[src/sv/vsc_pkg.sv]
// Shared types, codes and constants of the vertex slot cache.
`default_nettype none

package vsc_pkg;

  // Fixed field widths
  localparam int CMD_W   = 3;
  localparam int SLOT_W  = 6;
  localparam int COORD_W = 16;
  localparam int POS_W   = 3 * COORD_W;
  localparam int ATTR_W  = 64;
  localparam int FOUND_W = 5;

  // Default cache depth and reset value of the usable size
  localparam int MAX_SLOTS_DEF = 32;
  localparam logic [SLOT_W-1:0] SLOTS_RESET = 6'd32;

  // Command codes
  typedef enum logic [CMD_W-1:0] {
    CMD_GET    = 3'd0,
    CMD_LOOKUP = 3'd1,
    CMD_SET    = 3'd2,
    CMD_ERASE  = 3'd3,
    CMD_CLEAR  = 3'd4
  } cmd_t;

  // Status codes
  localparam logic STAT_OK  = 1'b0;
  localparam logic STAT_ERR = 1'b1;

  // Update request from the command stage to the position CAM
  typedef struct packed {
    logic              clear_all;
    logic              set_slot;
    logic              drop_slot;
    logic [SLOT_W-1:0] slot;
  } cam_upd_t;

endpackage

`default_nettype wire

[src/sv/vsc_cam.sv]
// Position CAM: per-slot position cells, mapped marks and parallel match.
`default_nettype none

module vsc_cam #(
  parameter int MAX_SLOTS = vsc_pkg::MAX_SLOTS_DEF
) (
  input  wire logic                         clk,
  input  wire logic                         rst_n,
  input  wire vsc_pkg::cam_upd_t            upd,
  input  wire logic [vsc_pkg::POS_W-1:0]    key,
  output logic                              hit,
  output logic [vsc_pkg::SLOT_W-1:0]        hit_slot,
  output logic [MAX_SLOTS-1:0]              map_vec
);
  import vsc_pkg::*;

  localparam int IW = (MAX_SLOTS > 1) ? $clog2(MAX_SLOTS) : 1;

  logic [POS_W-1:0]     pos_r [MAX_SLOTS];
  logic [MAX_SLOTS-1:0] mapped_r;
  logic [MAX_SLOTS-1:0] mapped_nxt;
  logic [MAX_SLOTS-1:0] match;
  logic [IW-1:0]        idx;

  assign idx     = upd.slot[IW-1:0];
  assign map_vec = mapped_r;

  always_comb begin
    for (int i = 0; i < MAX_SLOTS; i++) begin
      match[i] = mapped_r[i] && (pos_r[i] == key);
    end
  end

  // Lowest matching slot wins
  always_comb begin
    hit      = 1'b0;
    hit_slot = '0;
    for (int i = MAX_SLOTS - 1; i >= 0; i--) begin
      if (match[i]) begin
        hit      = 1'b1;
        hit_slot = SLOT_W'(i);
      end
    end
  end

  always_comb begin
    mapped_nxt = mapped_r;
    if (upd.clear_all) begin
      mapped_nxt = '0;
    end else if (upd.set_slot) begin
      // take the mapping from any other holder of this position
      mapped_nxt      = mapped_r & ~match;
      mapped_nxt[idx] = 1'b1;
    end else if (upd.drop_slot) begin
      mapped_nxt[idx] = 1'b0;
    end
  end

  always_ff @(posedge clk) begin
    if (!rst_n) begin
      mapped_r <= '0;
    end else begin
      mapped_r <= mapped_nxt;
    end
  end

  always_ff @(posedge clk) begin
    for (int i = 0; i < MAX_SLOTS; i++) begin
      if (upd.set_slot && (idx == IW'(i))) begin
        pos_r[i] <= key;
      end
    end
  end

endmodule

`default_nettype wire

[config.mk]
export PLATFORM = sky130hd
export DESIGN_NAME = vsc_cam
export DESIGN_NICKNAME = d
export VERILOG_FILES = /design/src/sv/vsc_pkg.sv /design/src/sv/vsc_cam.sv
export SDC_FILE = /design/constraint.sdc
export NUM_CORES = 2
export LEC_CHECK = 0
export BUFFER_PORTS_ARGS = -buffer_cell sky130_fd_sc_hd__buf_2
export CORE_ASPECT_RATIO = 0.6
export CORE_MARGIN = 4
export CORE_UTILIZATION = 60
export DETAILED_ROUTE_END_ITERATION = 10
export PLACE_DENSITY = 0.81
export SLEW_MARGIN = 20
export SYNTH_ARGS = -nofsm -noshare
export SYNTH_HDL_FRONTEND = slang
export SYNTH_SLANG_ARGS = --single-unit
[constraint.sdc]
create_clock -name clk -period 3.2 [get_ports clk]
set_input_delay 0.48 -clock clk [delete_from_list [all_inputs] [get_ports clk]]
set_output_delay 0.48 -clock clk [all_outputs]
set_load 0.01 [all_outputs]
Word-level counts from Yosys, hierarchy flattened
Memories as Yosys holds them, arrays and structs flattened.
Index checks and enable logic that the tools add are counted.
{ "op_classes": {"bitwise": 6, "muxes": 225, "n_eq_ne": 63, "magnitude_cmp": 2, "reduce_logical": 99} }
{ "op_table": {"columns": ["operator", "count"], "rows": [
  ["$eq A48 B48 Y1", 32],
  ["$mux W48", 31],
  ["$reduce_or A48 Y1", 31],
  ["$mux W6", 31],
  ["$mux W5", 32],
  ["$mux W1", 128],
  ["$eq A5 B5 Y1 const B", 16],
  ["$logic_and A1 B1 Y1", 65],
  ["$and A32 B32 Y32", 2],
  ["$mux W32", 2],
  ["$not A32 Y32", 2],
  ["$eq A5 B4 Y1 const B", 8],
  ["$or A32 B32 Y32", 1],
  ["$eq A5 B3 Y1 const B", 4],
  ["$eq A5 B2 Y1 const B", 2],
  ["$lt A5 B6 Y1 const B", 1],
  ["$demux W1 S5", 1],
  ["$eq A5 B1 Y1 const B", 1],
  ["$ge A5 B1 Y1 const B", 1],
  ["$logic_not A5 Y1", 1],
  ["$reduce_bool A2 Y1", 1],
  ["$reduce_or A2 Y1", 1],
  ["$not A1 Y1", 1]
]} }
{ "totals": {"in_bits": 59, "out_inout_bits": 39, "word_cells": 397, "memories": 1, "ff_bits": 32, "ramBits": 1536} }
{ "memory_table": {"columns": ["name", "depth", "word_bits", "rd", "rd_clocked_by_memory_dff", "wr", "line", "text"], "rows": [
  ["pos_r", 32, 48, 32, 0, 1, "vsc_cam.sv:19", "logic [POS_W-1:0] pos_r [MAX_SLOTS];"]
]} }

Longest topological paths before layout
{ "logic_depth": {"word_depth": 36, "ltp_mapped": 13, "ltp_nobuf": 10} }

Worst setup path before layout
OpenSTA, ideal clock, no wires.
{ "synth_timing": {"kind": "in2out", "from": "in key[0] (netlist bit)", "to": "out hit_slot[0] (netlist bit)", "arrival_ps": 2475, "path_stages": 11, "slack_ps": 245, "path_buffers": 2, "path_cell_list": "clkbuf_1 buf_2 xor2_1 nor4_1 nand4_1 nor3_2 nand2_1 a32o_1 a21oi_1 o21ai_1 a41oi_1"} }
{ "synth_between": {"elab_chain_cells": 34, "elab_cells_between_ends": 96} }
{ "synth_lines": {"columns": ["item", "line", "text"], "rows": [
  ["start, declared", "vsc_cam.sv:10", "input wire logic [vsc_pkg::POS_W-1:0] key,"],
  ["$eq A48 B48 Y1", "vsc_cam.sv:30", "match[i] = mapped_r[i] && (pos_r[i] == key);"],
  ["$logic_and A1 B1 Y1", "vsc_cam.sv:30", null],
  ["$mux W5", "vsc_cam.sv:39", "if (match[i]) begin"],
  ["$mux W6 (30 in series)", "vsc_cam.sv:39", null],
  ["$mux W6 (*)", "vsc_cam.sv:39", null],
  ["end, declared", "vsc_cam.sv:12", "output logic [vsc_pkg::SLOT_W-1:0] hit_slot,"]
]} }
Every way passes the cells marked *; elsewhere a longest branch is shown, timed or not.

==> impl_metrics.env <==
export IMPL_tightest_slew_ns=0.875
export IMPL_antenna_left=0
export IMPL_rsz0062_at_grt="yes"
export IMPL_cap_violations=0
export IMPL_synth_common_cells="edfxtp_1, xor2_1, nor4_1"
export IMPL_holdCritStartpoint="key[24]"
export IMPL_tns_ns=-5.06
export IMPL_routed_via_density=6.17
export IMPL_seq_power_share=0.541
export IMPL_die_area_sq_um=117000
export IMPL_internal_power_mw=32.6
export IMPL_r2r_start="pos_r[0][405]$_DFFE_PP_"
export IMPL_worst_r2r_endpoint="map_vec[8]$_SDFFE_PP0P_"
export IMPL_synth_seq_area_share=0.702
export IMPL_worstPathRequired_ns=2.72
export IMPL_worst_r2r_cell_count=10
export IMPL_layout_nets=4937
export IMPL_grtUsageTotal=0.333
export IMPL_initial_core_util=0.606
export IMPL_async_flop_share=0
export IMPL_switchingPower_mw=9.67
export IMPL_crit_fanout=3
export IMPL_synth_top_cell_by_area="edfxtp_1"
export IMPL_die_h_microns=266
export IMPL_start_kind="register"
export IMPL_crit_path_end_kind="output pin"
export IMPL_crit_arrival_ns=3.69
export IMPL_post_synth_cell_area_avg_sq_um=16.1
export IMPL_grt_pass1_vias=39055
export IMPL_min_to="pos_r[1][408]$_DFFE_PP_"
export IMPL_dp_cells=6223
export IMPL_critPathMaxStageDelay_ns=0.41
export IMPL_die_x_microns=438
export IMPL_maxSlewHeadroom=0.417
export IMPL_finalCriticalPeriod_ns=4.17
export IMPL_fmax_mhz=240
export IMPL_power_density_nw_per_um2=536
export IMPL_period_share=1.30
export IMPL_gp_congestion=0.912
export IMPL_finalInstanceArea_sq_um=79000
export IMPL_first_pass_iters=6
export IMPL_place_hpwl_microns=134000
export IMPL_row_count=94
export IMPL_peakVddDrop_v=0.000612
export IMPL_slew_viol_final=0
export IMPL_crit_slowest_cell="edfxtp_1"
export IMPL_sw_frac_of_total=0.229
export IMPL_cts_root_buf="clkbuf_16"
export IMPL_synth_nets=4187
export IMPL_cts_sinks=1568
export IMPL_skew_ns=0.0224
export IMPL_crit_type="reg2out"
export IMPL_fill_cells=6637
export IMPL_synth_area_leaders="edfxtp_1, xor2_1, nor4_1, buf_6, nand4_1"
export IMPL_drt_initial_drc_count=6078
export IMPL_layout_setup_ws_ns=-0.966
export IMPL_grt_ovfl_total=0
export IMPL_synth_most_common_cell="edfxtp_1"
export IMPL_yosysWarnings=0
export IMPL_clkLatencyLatePin_ns=0.78
export IMPL_critical_path_cell_chain="xor2_1 -> nor4_1 -> buf_4 -> nand4_1 -> nor3_2 -> buf_4 -> nand2_4 -> nand3_2 -> nand4_1 -> o2111a_1 -> o21ai_2 -> a41oi_2 -> buf_2"
export IMPL_syn2layout_area_growth_pct=18.5
export IMPL_status="complete, but fails checks"
export IMPL_p_clk_frac=0.379
export IMPL_synthCells=4128
export IMPL_grt_antenna_before_repair=15
export IMPL_drive_above_1_share=0.218
export IMPL_cts_buffers_inserted=137
export IMPL_reg2reg_slack_ns=0.71
export IMPL_finalHoldViolations=0
export IMPL_seq_area_sq_um=46800
export IMPL_placed_area_sq_um=74300
export IMPL_h_tree_depth=4
export IMPL_p_total_mw=42.3
export IMPL_hold_path_class="in2reg"
export IMPL_synth_edff_count=1536
export IMPL_fp_coreArea_sq_um=110000
export IMPL_pin_count=98
export IMPL_drcViolationCount=0
export IMPL_routed_wl_microns=195000
export IMPL_path_delay_family="simple AND/OR/NAND/NOR gates"
export IMPL_clk_path_buf_depth=3
export IMPL_cts_clk_slew_worst_paths_ns=0.06
export IMPL_final_cells=6472
export IMPL_whs_path_depth=1
export IMPL_setup_violations=6
export IMPL_vias=39932
export IMPL_io_buffers=95
export IMPL_cts_tree="built"
export IMPL_grt_pass1_wl_microns=278000
export IMPL_multi_input_area_sq_um=18500
export IMPL_synthDistinctLibCells=47
export IMPL_leakage_nw=28.1
export IMPL_syn_area_sq_um=66700
export IMPL_violations="setup timing"
export IMPL_comb_power_share=0.081
export IMPL_synth_seq_cells=1568
export IMPL_wl_per_cell_microns=30.1
export IMPL_grt_max_degree=49
export IMPL_crit_buf_inv=3
export IMPL_synth_main_ff_cell="edfxtp_1"
export IMPL_synth_top_cell_area_share=0.692
[area by class of cell]
| class | instances | share of cell area |
|---|---|---|
| diodes | 5 | 0.000158 |
| clock buffers | 183 | 0.0472 |
| clock inverters | 57 | 0.00537 |
| inverters | 36 | 0.00171 |
| multi-input cells | 2309 | 0.234 |
| flip-flops and latches | 1568 | 0.592 |
| well taps | 1488 | 0.0236 |
| repair buffers | 826 | 0.0958 |
[worst max path at each step]
stage                                       start          end  slack (ns)  cells past startpoint
after floorplan                            key[0]  hit_slot[0]        0.25                     11
after global placement                    key[15]  hit_slot[0]       -1.23                     14
after detailed placement                  key[15]  hit_slot[0]       -1.23                     14
after CTS                 pos_r[1][430]$_DFFE_PP_  hit_slot[0]       -0.92                     13
after global routing      pos_r[1][658]$_DFFE_PP_  hit_slot[2]       -1.04                     13
final                     pos_r[1][425]$_DFFE_PP_  hit_slot[0]       -0.97                     13
[layer usage]
metal	global-route usage	part of all wire	up-vias
met3	0.0880	0.14	393
li1	-	-	16608
met4	0.124	0.039	0
met2	0.485	0.43	2943
met5	0	0	-
met1	0.489	0.39	19988
[sequential cells by signal (all words and copies together), names as in the netlist]
name,count
pos_r,1536
map_vec,32
[metrics by stage]
step | hold WS (ns) | utilization | setup WS (ns)
after floorplan | 0.507 | - | 0.245
final | 0.0705 | 0.718 | -0.966
after global placement | 0.477 | 0.676 | -1.23
after detailed placement | 0.489 | 0.676 | -1.23
after global routing | 0.0495 | 0.718 | -1.04
after CTS | 0.0233 | 0.716 | -0.925
[kinds of logic after synthesis]
family                 after synthesis  share of synthesized area
AO/OA/AOI/OAI                      123                     0.0110
XOR/XNOR                          1536                      0.202
buffers and inverters              251                     0.0282
flip-flops                        1568                      0.702
other                                1                  0.0000563
AND/OR/NAND/NOR                    649                     0.0573
[timing repair]
| item | 4_1_cts | 5_1_grt |
|---|---|---|
| hold endpoints to repair | 1 | 0 |
| setup buffers | 2 | 2 |
| pin swaps | 21 | 16 |
| setup endpoints to repair | 6 | 6 |
| resized for setup | 56 | 26 |
| hold buffers | 1 | 0 |
[cells in the final DEF, fill, tap and decap left out, types with 4 or more instances in the layout]
| cell | n |
|---|---|
| nor3_2 | 11 |
| nor3_1 | 19 |
| dfxtp_1 | 32 |
| nand2_1 | 74 |
| a21oi_1 | 44 |
| clkbuf_1 | 39 |
| buf_12 | 117 |
| clkbuf_16 | 142 |
| edfxtp_1 | 1536 |
| and3b_1 | 4 |
| a22oi_1 | 23 |
| nor2_1 | 17 |
| xor2_1 | 1471 |
| bufinv_16 | 5 |
| and2_1 | 5 |
| buf_6 | 4 |
| buf_2 | 46 |
| clkinv_1 | 44 |
| inv_6 | 8 |
| inv_1 | 8 |
| nor4_4 | 7 |
| o21ai_0 | 35 |
| clkinv_2 | 18 |
| nor4_2 | 29 |
| nor4_1 | 338 |
| nor3_4 | 4 |
| diode_2 | 5 |
| buf_4 | 658 |
| and3_1 | 4 |
| xnor2_1 | 63 |
| inv_2 | 8 |
| nand4_1 | 112 |
[power by group through the flow]
stage | registers [mW] | logic, mW | clock network (mW)
final | 22.9 | 3.42 | 16.0
after global routing | 22.9 | 3.55 | 17.0
after CTS | 22.9 | 3.34 | 16.1
after detailed placement | 23.3 | 3.27 | 0
after global placement | 23.3 | 3.18 | 0
after floorplan | 23.3 | 1.47 | 0
Note: power is estimated with default switching activity, not from simulation.
